## config.mk

```make
export PLATFORM = sky130hd
export DESIGN_NAME = byte_range_lock_table_top
export DESIGN_NICKNAME = d
export VERILOG_FILES = /design/src/hdl/brlt_pkg.sv /design/src/hdl/byte_range_lock_table_top.sv /design/src/hdl/brlt_table.sv /design/src/hdl/brlt_match.sv
export SDC_FILE = /design/constraint.sdc
export NUM_CORES = 2
export LEC_CHECK = 0
export ABC_AREA = 0
export BUFFER_PORTS_ARGS = -buffer_cell sky130_fd_sc_hd__buf_2
export CORE_ASPECT_RATIO = 0.8
export CORE_MARGIN = 2
export CORE_UTILIZATION = 30
export CTS_CLUSTER_DIAMETER = 80
export DETAILED_ROUTE_END_ITERATION = 10
export PLACE_DENSITY = 0.49
export SLEW_MARGIN = 20
export SYNTH_ARGS = -nofsm -noshare
export SYNTH_HDL_FRONTEND = slang
export SYNTH_SLANG_ARGS = --single-unit
export TNS_END_PERCENT = 1
```

## constraint.sdc

```tcl
create_clock -name clock -period 13.9 [get_ports clock]
set_input_delay 0 -clock clock [delete_from_list [all_inputs] [get_ports clock]]
set_output_delay 0 -clock clock [all_outputs]
set_load 0.01 [all_outputs]
```

## src/hdl/brlt_pkg.sv

```systemverilog
// Shared types and constants for the byte-range lock table.
// Holds table geometry, request/status codes, entry and match structs.
// No dependencies; every other file in hdl/ refers to it by scoped names.
package brlt_pkg;

   localparam int MAX_LOCKS = 16;
   localparam int IDX_W     = (MAX_LOCKS > 1) ? $clog2(MAX_LOCKS) : 1;
   localparam int CNT_W     = $clog2(MAX_LOCKS + 1);

   // resolved start: 32-bit unsigned base plus 32-bit signed offset
   localparam int RS_W = 34;
   // resolved end: resolved start plus 32-bit unsigned length
   localparam int RE_W = 35;

   localparam logic [1:0] WH_POS = 2'd1;
   localparam logic [1:0] WH_LEN = 2'd2;

   localparam logic LOCK_WRITE = 1'b1;

   typedef enum logic [1:0] {
      MODE_LOCK   = 2'd0,
      MODE_UNLOCK = 2'd1,
      MODE_QUERY  = 2'd2,
      MODE_BAD    = 2'd3
   } mode_type;

   typedef enum logic [2:0] {
      STS_OK        = 3'd0,
      STS_BAD_START = 3'd1,
      STS_DENIED    = 3'd2,
      STS_CONFLICT  = 3'd3,
      STS_NOT_FOUND = 3'd4,
      STS_FULL      = 3'd5
   } status_type;

   typedef enum logic [1:0] {
      S_IDLE,
      S_SCAN,
      S_WRITE,
      S_RESP
   } fsm_type;

   typedef struct packed {
      logic            lk_type;
      logic [1:0]      whence;
      logic [31:0]     raw_start;
      logic [31:0]     length;
      logic [15:0]     owner;
      logic [RS_W-1:0] rstart;
      logic [RE_W-1:0] rend;
   } lock_entry_type;

   typedef struct packed {
      logic            lk_type;
      logic [1:0]      whence;
      logic [31:0]     raw_start;
      logic [31:0]     length;
      logic [15:0]     owner;
      logic [RS_W-1:0] rstart;
   } req_info_type;

   typedef struct packed {
      logic conflict;
      logic same;
   } match_type;

endpackage

```

## src/hdl/byte_range_lock_table_top.sv

```systemverilog
// Byte-range lock table, top level: request sequencer, entry store, comparator.
// Depends on brlt_pkg, brlt_table and brlt_match.
//
// The block keeps up to MAX_LOCKS (16) read/write byte-range locks and serves
// one request at a time: set a lock, remove one, or report the first lock that
// blocks a given range. A request's start is resolved against zero, the file
// position or the file length on acceptance. The sequencer then walks the
// table from slot 0 upward through a single read port and one shared
// comparator, one slot per cycle, comparing each slot once its registered read
// data is back; a lock that passes every check then goes through a write
// state that puts its entry into the lowest free slot. A lock without
// permission or a request with mode three skips the walk and goes straight to
// its result. The walk stops at the first conflict or unlock match. Exactly one
// result follows each request, and req_tready stays low from acceptance until
// that result has been taken. Status is carried on rsp_tuser; the blocker
// fields are zero unless a query found a conflicting entry. The table starts
// empty after reset with no clearing pass.
module byte_range_lock_table_top (
   input  logic         clock,
   input  logic         reset,
   // request channel
   input  logic         req_tvalid,
   output logic         req_tready,
   // tdata, from bit 0: lock_type[0], whence[2:1], start_offset[34:3],
   // range_length[66:35], owner_id[82:67], file_position[114:83],
   // file_length[146:115], permitted[147], zero fill[151:148]
   input  logic [151:0] req_tdata,
   // tuser: mode[1:0]
   input  logic [1:0]   req_tuser,
   // response channel
   output logic         rsp_tvalid,
   input  logic         rsp_tready,
   // tdata, from bit 0: blocker_found[0], blocker_type[1], blocker_whence[3:2],
   // blocker_start[35:4], blocker_length[67:36], blocker_owner[83:68],
   // zero fill[87:84]
   output logic [87:0]  rsp_tdata,
   // tuser: status[2:0]
   output logic [2:0]   rsp_tuser
);

   localparam int NL   = brlt_pkg::MAX_LOCKS;
   localparam int IW   = brlt_pkg::IDX_W;
   localparam int CW   = brlt_pkg::CNT_W;
   localparam int RS_W = brlt_pkg::RS_W;
   localparam int RE_W = brlt_pkg::RE_W;

   // request fields as unpacked from the bus
   brlt_pkg::mode_type  in_mode;
   logic                in_type;
   logic [1:0]          in_whence;
   logic [31:0]         in_start;
   logic [31:0]         in_length;
   logic [15:0]         in_owner;
   logic [31:0]         in_fpos;
   logic [31:0]         in_flen;
   logic                in_permitted;
   logic [31:0]         in_base;
   logic [RS_W-1:0]     in_rstart;

   assign in_mode      = brlt_pkg::mode_type'(req_tuser);
   assign in_type      = req_tdata[0];
   assign in_whence    = req_tdata[2:1];
   assign in_start     = req_tdata[34:3];
   assign in_length    = req_tdata[66:35];
   assign in_owner     = req_tdata[82:67];
   assign in_fpos      = req_tdata[114:83];
   assign in_flen      = req_tdata[146:115];
   assign in_permitted = req_tdata[147];

   // pick the base; whence three resolves against zero
   always_comb begin
      case (in_whence)
         brlt_pkg::WH_POS: in_base = in_fpos;
         brlt_pkg::WH_LEN: in_base = in_flen;
         default:          in_base = '0;
      endcase
   end

   assign in_rstart = {2'b00, in_base} + {{(RS_W-32){in_start[31]}}, in_start};

   // sequencer state
   brlt_pkg::fsm_type      state_ff,    state_in;
   brlt_pkg::mode_type     mode_ff,     mode_in;
   brlt_pkg::req_info_type req_ff,      req_in;
   logic [CW-1:0]          rd_cnt_ff,   rd_cnt_in;
   logic                   cmp_vld_ff,  cmp_vld_in;
   logic [IW-1:0]          cmp_idx_ff,  cmp_idx_in;
   logic                   free_vld_ff, free_vld_in;
   logic [IW-1:0]          free_idx_ff, free_idx_in;
   logic [NL-1:0]          valid_ff,    valid_in;
   brlt_pkg::status_type   status_ff,   status_in;
   logic                   found_ff,    found_in;
   logic                   blk_type_ff, blk_type_in;
   logic [1:0]             blk_whence_ff, blk_whence_in;
   logic [31:0]            blk_start_ff,  blk_start_in;
   logic [31:0]            blk_length_ff, blk_length_in;
   logic [15:0]            blk_owner_ff,  blk_owner_in;

   // table and comparator hookup
   logic                     rd_en;
   logic [IW-1:0]            rd_idx;
   logic                     wr_en;
   brlt_pkg::lock_entry_type wr_data;
   brlt_pkg::lock_entry_type rd_data;
   brlt_pkg::match_type      cmp_res;
   logic [RE_W-1:0]          req_rend;

   // request end, exclusive: resolved start plus length
   assign req_rend = {req_ff.rstart[RS_W-1], req_ff.rstart} + {3'b000, req_ff.length};

   brlt_table u_table (
      .clock   (clock),
      .wr_en   (wr_en),
      .wr_idx  (free_idx_ff),
      .wr_data (wr_data),
      .rd_en   (rd_en),
      .rd_idx  (rd_idx),
      .rd_data (rd_data)
   );

   brlt_match u_match (
      .req      (req_ff),
      .req_rend (req_rend),
      .ent      (rd_data),
      .res      (cmp_res)
   );

   always_comb begin
      wr_data.lk_type   = req_ff.lk_type;
      wr_data.whence    = req_ff.whence;
      wr_data.raw_start = req_ff.raw_start;
      wr_data.length    = req_ff.length;
      wr_data.owner     = req_ff.owner;
      wr_data.rstart    = req_ff.rstart;
      wr_data.rend      = req_rend;
   end

   always_ff @(posedge clock) begin
      if (reset) begin
         state_ff   <= brlt_pkg::S_IDLE;
         valid_ff   <= '0;
         cmp_vld_ff <= 1'b0;
      end else begin
         state_ff   <= state_in;
         valid_ff   <= valid_in;
         cmp_vld_ff <= cmp_vld_in;
      end
   end

   always_ff @(posedge clock) begin
      mode_ff       <= mode_in;
      req_ff        <= req_in;
      rd_cnt_ff     <= rd_cnt_in;
      cmp_idx_ff    <= cmp_idx_in;
      free_vld_ff   <= free_vld_in;
      free_idx_ff   <= free_idx_in;
      status_ff     <= status_in;
      found_ff      <= found_in;
      blk_type_ff   <= blk_type_in;
      blk_whence_ff <= blk_whence_in;
      blk_start_ff  <= blk_start_in;
      blk_length_ff <= blk_length_in;
      blk_owner_ff  <= blk_owner_in;
   end

   logic cur_valid;
   logic hit;
   logic last;

   assign cur_valid = valid_ff[cmp_idx_ff];
   assign last      = (cmp_idx_ff == IW'(NL - 1));

   always_comb begin
      state_in      = state_ff;
      mode_in       = mode_ff;
      req_in        = req_ff;
      rd_cnt_in     = rd_cnt_ff;
      cmp_vld_in    = 1'b0;
      cmp_idx_in    = cmp_idx_ff;
      free_vld_in   = free_vld_ff;
      free_idx_in   = free_idx_ff;
      valid_in      = valid_ff;
      status_in     = status_ff;
      found_in      = found_ff;
      blk_type_in   = blk_type_ff;
      blk_whence_in = blk_whence_ff;
      blk_start_in  = blk_start_ff;
      blk_length_in = blk_length_ff;
      blk_owner_in  = blk_owner_ff;
      rd_en         = 1'b0;
      rd_idx        = rd_cnt_ff[IW-1:0];
      wr_en         = 1'b0;
      hit           = 1'b0;
      req_tready    = 1'b0;
      rsp_tvalid    = 1'b0;

      unique case (state_ff)
         brlt_pkg::S_IDLE: begin
            req_tready = 1'b1;
            if (req_tvalid) begin
               // latch the request and clear the blocker fields
               mode_in           = in_mode;
               req_in.lk_type    = in_type;
               req_in.whence     = in_whence;
               req_in.raw_start  = in_start;
               req_in.length     = in_length;
               req_in.owner      = in_owner;
               req_in.rstart     = in_rstart;
               rd_cnt_in         = '0;
               free_vld_in       = 1'b0;
               found_in          = 1'b0;
               blk_type_in       = 1'b0;
               blk_whence_in     = '0;
               blk_start_in      = '0;
               blk_length_in     = '0;
               blk_owner_in      = '0;
               if (in_mode == brlt_pkg::MODE_BAD) begin
                  status_in = brlt_pkg::STS_BAD_START;
                  state_in  = brlt_pkg::S_RESP;
               end else if (in_mode == brlt_pkg::MODE_LOCK && !in_permitted) begin
                  status_in = brlt_pkg::STS_DENIED;
                  state_in  = brlt_pkg::S_RESP;
               end else begin
                  state_in  = brlt_pkg::S_SCAN;
               end
            end
         end

         brlt_pkg::S_SCAN: begin
            // issue one read per cycle, compare the slot read last cycle
            rd_en      = (rd_cnt_ff < CW'(NL));
            rd_cnt_in  = rd_cnt_ff + CW'(rd_en);
            cmp_vld_in = rd_en;
            cmp_idx_in = rd_cnt_ff[IW-1:0];

            if (cmp_vld_ff) begin
               // remember the lowest free slot for an insert
               if (!cur_valid && !free_vld_ff) begin
                  free_vld_in = 1'b1;
                  free_idx_in = cmp_idx_ff;
               end

               if (mode_ff == brlt_pkg::MODE_UNLOCK) begin
                  hit = cur_valid && cmp_res.same;
               end else begin
                  hit = cur_valid && cmp_res.conflict;
               end

               if (hit) begin
                  cmp_vld_in = 1'b0;
                  state_in   = brlt_pkg::S_RESP;
                  unique case (mode_ff)
                     brlt_pkg::MODE_LOCK: begin
                        status_in = brlt_pkg::STS_CONFLICT;
                     end
                     brlt_pkg::MODE_UNLOCK: begin
                        valid_in[cmp_idx_ff] = 1'b0;
                        status_in = brlt_pkg::STS_OK;
                     end
                     default: begin
                        status_in     = brlt_pkg::STS_OK;
                        found_in      = 1'b1;
                        blk_type_in   = rd_data.lk_type;
                        blk_whence_in = rd_data.whence;
                        blk_start_in  = rd_data.raw_start;
                        blk_length_in = rd_data.length;
                        blk_owner_in  = rd_data.owner;
                     end
                  endcase
               end else if (last) begin
                  cmp_vld_in = 1'b0;
                  state_in   = brlt_pkg::S_RESP;
                  unique case (mode_ff)
                     brlt_pkg::MODE_LOCK: begin
                        if (req_ff.rstart[RS_W-1]) begin
                           status_in = brlt_pkg::STS_BAD_START;
                        end else if (!free_vld_in) begin
                           status_in = brlt_pkg::STS_FULL;
                        end else begin
                           state_in  = brlt_pkg::S_WRITE;
                        end
                     end
                     brlt_pkg::MODE_UNLOCK: begin
                        status_in = brlt_pkg::STS_NOT_FOUND;
                     end
                     default: begin
                        status_in = brlt_pkg::STS_OK;
                     end
                  endcase
               end
            end
         end

         brlt_pkg::S_WRITE: begin
            wr_en                 = 1'b1;
            valid_in[free_idx_ff] = 1'b1;
            status_in             = brlt_pkg::STS_OK;
            state_in              = brlt_pkg::S_RESP;
         end

         brlt_pkg::S_RESP: begin
            // hold the result until the transfer completes
            rsp_tvalid = 1'b1;
            if (rsp_tready) begin
               state_in = brlt_pkg::S_IDLE;
            end
         end

         default: begin
            state_in = brlt_pkg::S_IDLE;
         end
      endcase
   end

   assign rsp_tuser = status_ff;
   assign rsp_tdata = {4'b0000, blk_owner_ff, blk_length_ff, blk_start_ff,
                       blk_whence_ff, blk_type_ff, found_ff};

endmodule

```

## src/hdl/brlt_table.sv

```systemverilog
// Lock entry storage: one write port, one read port with registered data.
// Uses brlt_pkg for the entry struct and table depth.
module brlt_table (
   input  logic                          clock,
   input  logic                          wr_en,
   input  logic [brlt_pkg::IDX_W-1:0]    wr_idx,
   input  brlt_pkg::lock_entry_type      wr_data,
   input  logic                          rd_en,
   input  logic [brlt_pkg::IDX_W-1:0]    rd_idx,
   output brlt_pkg::lock_entry_type      rd_data
);

   brlt_pkg::lock_entry_type mem_ff [brlt_pkg::MAX_LOCKS];
   brlt_pkg::lock_entry_type rd_data_ff;

   always_ff @(posedge clock) begin
      if (wr_en) begin
         mem_ff[wr_idx] <= wr_data;
      end
   end

   always_ff @(posedge clock) begin
      if (rd_en) begin
         rd_data_ff <= mem_ff[rd_idx];
      end
   end

   assign rd_data = rd_data_ff;

endmodule

```

## src/hdl/brlt_match.sv

```systemverilog
// Shared entry comparator: range overlap with write/read conflict rule,
// and exact-key match for unlock. Uses brlt_pkg structs and widths.
module brlt_match (
   input  brlt_pkg::req_info_type              req,
   input  logic [brlt_pkg::RE_W-1:0]           req_rend,
   input  brlt_pkg::lock_entry_type            ent,
   output brlt_pkg::match_type                 res
);

   logic signed [brlt_pkg::RE_W-1:0] req_s;
   logic signed [brlt_pkg::RE_W-1:0] req_e;
   logic signed [brlt_pkg::RE_W-1:0] ent_s;
   logic signed [brlt_pkg::RE_W-1:0] ent_e;
   logic                             overlap;

   assign req_s = $signed({req.rstart[brlt_pkg::RS_W-1], req.rstart});
   assign ent_s = $signed({ent.rstart[brlt_pkg::RS_W-1], ent.rstart});
   assign req_e = $signed(req_rend);
   assign ent_e = $signed(ent.rend);

   // end is exclusive on both sides
   assign overlap = (req_e > ent_s) && (ent_e > req_s);

   assign res.conflict = overlap &&
                         ((req.lk_type == brlt_pkg::LOCK_WRITE) ||
                          (ent.lk_type == brlt_pkg::LOCK_WRITE));

   assign res.same = (ent.raw_start == req.raw_start) &&
                     (ent.whence == req.whence) &&
                     (ent.length == req.length) &&
                     (ent.owner == req.owner);

endmodule

```

==> out/metrics.csv <==
metric;value;unit
outcome;finished, violations left;
violations;negative hold slack;
cp_top_family;compound AO/OA/AOI/OAI gates;
gp_congestion;0.792;
drtPass1Iterations;5;
max_stage_delay;0.72;ns
hpwl;181000;um
clkTransAtPathRegs;0.06;ns
period_share;66.9;%
hold_violations;1;
drt_wl_total;326000;um
async_reset_ff_share;0;%
rows;199;
grt_pass1_vias;54400;
max_slew_margin;21.8;%
syn_area;110000;sq um
antenna_found_initial;45;
crit_fanout;44;
peakVddDrop;0.166;mV
cpMaxStageDelayCell;a2111oi_0;
viasPerCell;5.10;
hp-class;primary input to register;
grt.total_usage;17.2;%
fin_skew;0.0628;ns
io_pins;251;
drt_iter0_drc;6486;
insertion_delay;0.88;ns
fin_util;35.2;%
whs;-0.00237;ns
synth_cells;4902;
drc;0;
p_per_area;203;nW/um^2
rsz0062_at_grt;no;
cp_cell_sequence;ha_1 -> fa_1 -> a211oi_1 -> o211ai_1 -> and3_1 -> o21ai_0 -> a31oi_1 -> a2111oi_0 -> o21bai_1 -> a21oi_1 -> o21a_1 -> ha_1 -> nand4_1 -> nor3_1 -> o21ai_0 -> a21oi_1 -> o32ai_1 -> a211o_1 -> a21bo_2 -> o21ai_0 -> and2_4 -> buf_4 -> buf_4;
grt_start_max_net_pins;132;
final_antenna_net_count;0;
grt_overflow_total;0;
setup_tns;0;ns
fp.dieW;682;um
clock_path_buffers;4;
synth-edff-count;2804;
dominantRegCellSynth;edfxtp_1;
slew_viol_final;0;
worstSetupPathType;register to register;
nets;5837;
syn_area_per_cell;22.5;sq um
die_h;546;um
dieArea;373000;sq um
p_leak;40.8;nW
numClockSinks;2823;
max_freq;108;MHz
cp.arrival;9.78;ns
initial_core_util;30.1;%
grt_pass1_wl;447000;um
drv_cap;0;
worstPathRequired;14.38;ns
ys_types;73;
cts_root_buffer;clkbuf_16;
ctsResizeCount;0;
ys_seq_area_share;76.7;%
tritoncts;done;
worstSetupStartpointType;register;
worstPathBufferInverterCount;2;
cts_buffers;282;
worst_pin_slew;1.17;ns
syn_to_final_growth;16.9;%
ys_seq_elements;2823;
cts_max_level;5;
port_buffers;242;
vias;54400;
wire_per_inst;30.6;um
drive_gt1_share;27.4;%
cp_common_cell;o21ai_0;
core_area;367000;sq um
ys_warn_count;0;
finalCriticalPeriod;9.30;ns
crit_path_end_kind;register;
setup_violations;0;
[report_power, final]
part	switching (W)	internal [W]	leakage, nW
logic	0.00403	0.00301	11.0
clock network	0.00323	0.00419	4.24
registers	0.000713	0.0111	25.5
total	0.00797	0.0183	40.8
[flip-flops by register name (all words and copies together) (netlist names)]
register / cells
cmp_vld_ff: 1
blk_whence_ff: 2
rd_cnt_ff: 5
cmp_idx_ff: 4
free_vld_ff: 1
valid_ff: 16
u_table.mem_ff: 2432
found_ff: 1
mode_ff: 2
blk_start_ff: 32
state_ff: 2
req_ff: 117
rsp_tuser: 3
free_idx_ff: 4
u_table.rd_data: 152
blk_owner_ff: 16
blk_type_ff: 1
blk_length_ff: 32
[placed cells by master (no fill, tap or decap), drive strengths merged, types with 11 or more instances in the layout]
cell / Yosys / final
a211oi: 13 / 13
a22oi: 32 / 32
clkinv: 1 / 108
clkbuf: 140 / 344
nand4: 29 / 29
xnor2: 87 / 87
a21o: 39 / 39
o21ai: 52 / 52
nor2: 98 / 98
nand2b: 15 / 15
inv: 105 / 115
diode: 0 / 19
mux4: 765 / 765
ha: 144 / 144
nand3: 24 / 24
nor3: 25 / 25
and2: 91 / 91
a21oi: 95 / 95
bufinv: 0 / 19
edfxtp: 2804 / 2804
nor4: 11 / 11
dlygate4sd3: 0 / 167
dfxtp: 19 / 19
buf: 63 / 380
xor2: 49 / 49
nand2: 56 / 56
[worst reg2reg max path, stage by stage (launching register included)]
cell and delay [ns]:
edfxtp_1 0.63, ha_1 0.38, fa_1 0.44, a211oi_1 0.36, o211ai_1 0.20, and3_1 0.25
o21ai_0 0.61, a31oi_1 0.38, a2111oi_0 0.72, o21bai_1 0.17, a21oi_1 0.27, o21a_1 0.57
ha_1 0.32, nand4_1 0.16, nor3_1 0.53, o21ai_0 0.17, a21oi_1 0.19, o32ai_1 0.11
a211o_1 0.38, a21bo_2 0.31, o21ai_0 0.17, and2_4 0.31, buf_4 0.46, buf_4 0.73
[per-layer routing]
metal  GRT usage [%]  vias up  wire (um)
met3            2.38      379      20100
met1            25.8    30100     149000
li1                -    22000          -
met5               0        -          0
met4            4.13        0       7940
met2            26.3     2002     149000
[cells by family (layout without fill, tap and decap cells)]
kind of cell	after synthesis	after routing	synth area share [%]
AND/OR/NAND/NOR	390	390	1.86
flip-flops	2823	2823	76.7
AO/OA/AOI/OAI	330	330	2.00
multiplexers	767	767	15.6
XOR/XNOR	136	136	1.08
buffers and inverters	309	1142	1.08
adder cells (fa/ha/maj)	146	146	1.67
other	1	23	0.00340
[stage by stage]
| stage | instance area [sq um] | power (W) | setup WS, ns | std cells |
|---|---|---|---|---|
| finish | 129000 | 0.0262 | 4.60 | 10700 |
| global route | 129000 | 0.0273 | 4.12 | 10700 |
| CTS | 129000 | 0.0265 | 4.70 | 10700 |
| detailed placement | 118000 | 0.0190 | 4.77 | 10000 |
| global placement | 118000 | 0.0189 | 4.86 | 10000 |
| floorplan | 110000 | 0.0162 | 1.44 | 4905 |
[final cells by class]
class	count	area [sq um]
sequential	2823	84600
antenna	19	47.5
fill	33900	238000
tap	4924	6160
multi-input combinational	1773	24800
clock buffer	344	7480
clock inverter	145	1240
inverter	106	398
timing repair buffer	547	4190
[cells in the mapped netlist (10+ instances only)]
library cell	instances	area, sq um
ha_1	144	1800
nor2_1	98	368
nor3_1	24	120
mux4_2	765	17200
inv_1	105	394
xnor2_1	87	762
edfxtp_1	2804	84200
nand2b_1	13	81.3
and2_1	91	569
a21o_1	39	293
a21oi_1	95	475
xor2_1	49	429
nand2_1	56	210
a22oi_1	32	240
nand4_1	29	181
buf_1	54	203
nand3_1	24	120
a211oi_1	13	97.6
nor4_1	10	62.6
clkbuf_1	140	526
o21ai_0	52	260
dfxtp_1	19	380
[what timing repair did]
item,in CTS,in global routing
endpoints found under the hold margin,154,0
buffers inserted,0,0
hold buffers,167,0
[worst paths after layout]
path	from	slack, ns	depth (start not counted)	endpoint
worst max register to register	req_ff[0]	4.60	23	blk_owner_ff[4]
worst max-delay path	req_ff[0]	4.60	23	blk_owner_ff[4]
worst min register to register	valid_ff[3]	0.53	2	valid_ff[3]
worst min-delay path	req_tdata[141]	-0.002	5	req_ff[26]
Power figures use the tool's default switching activity.
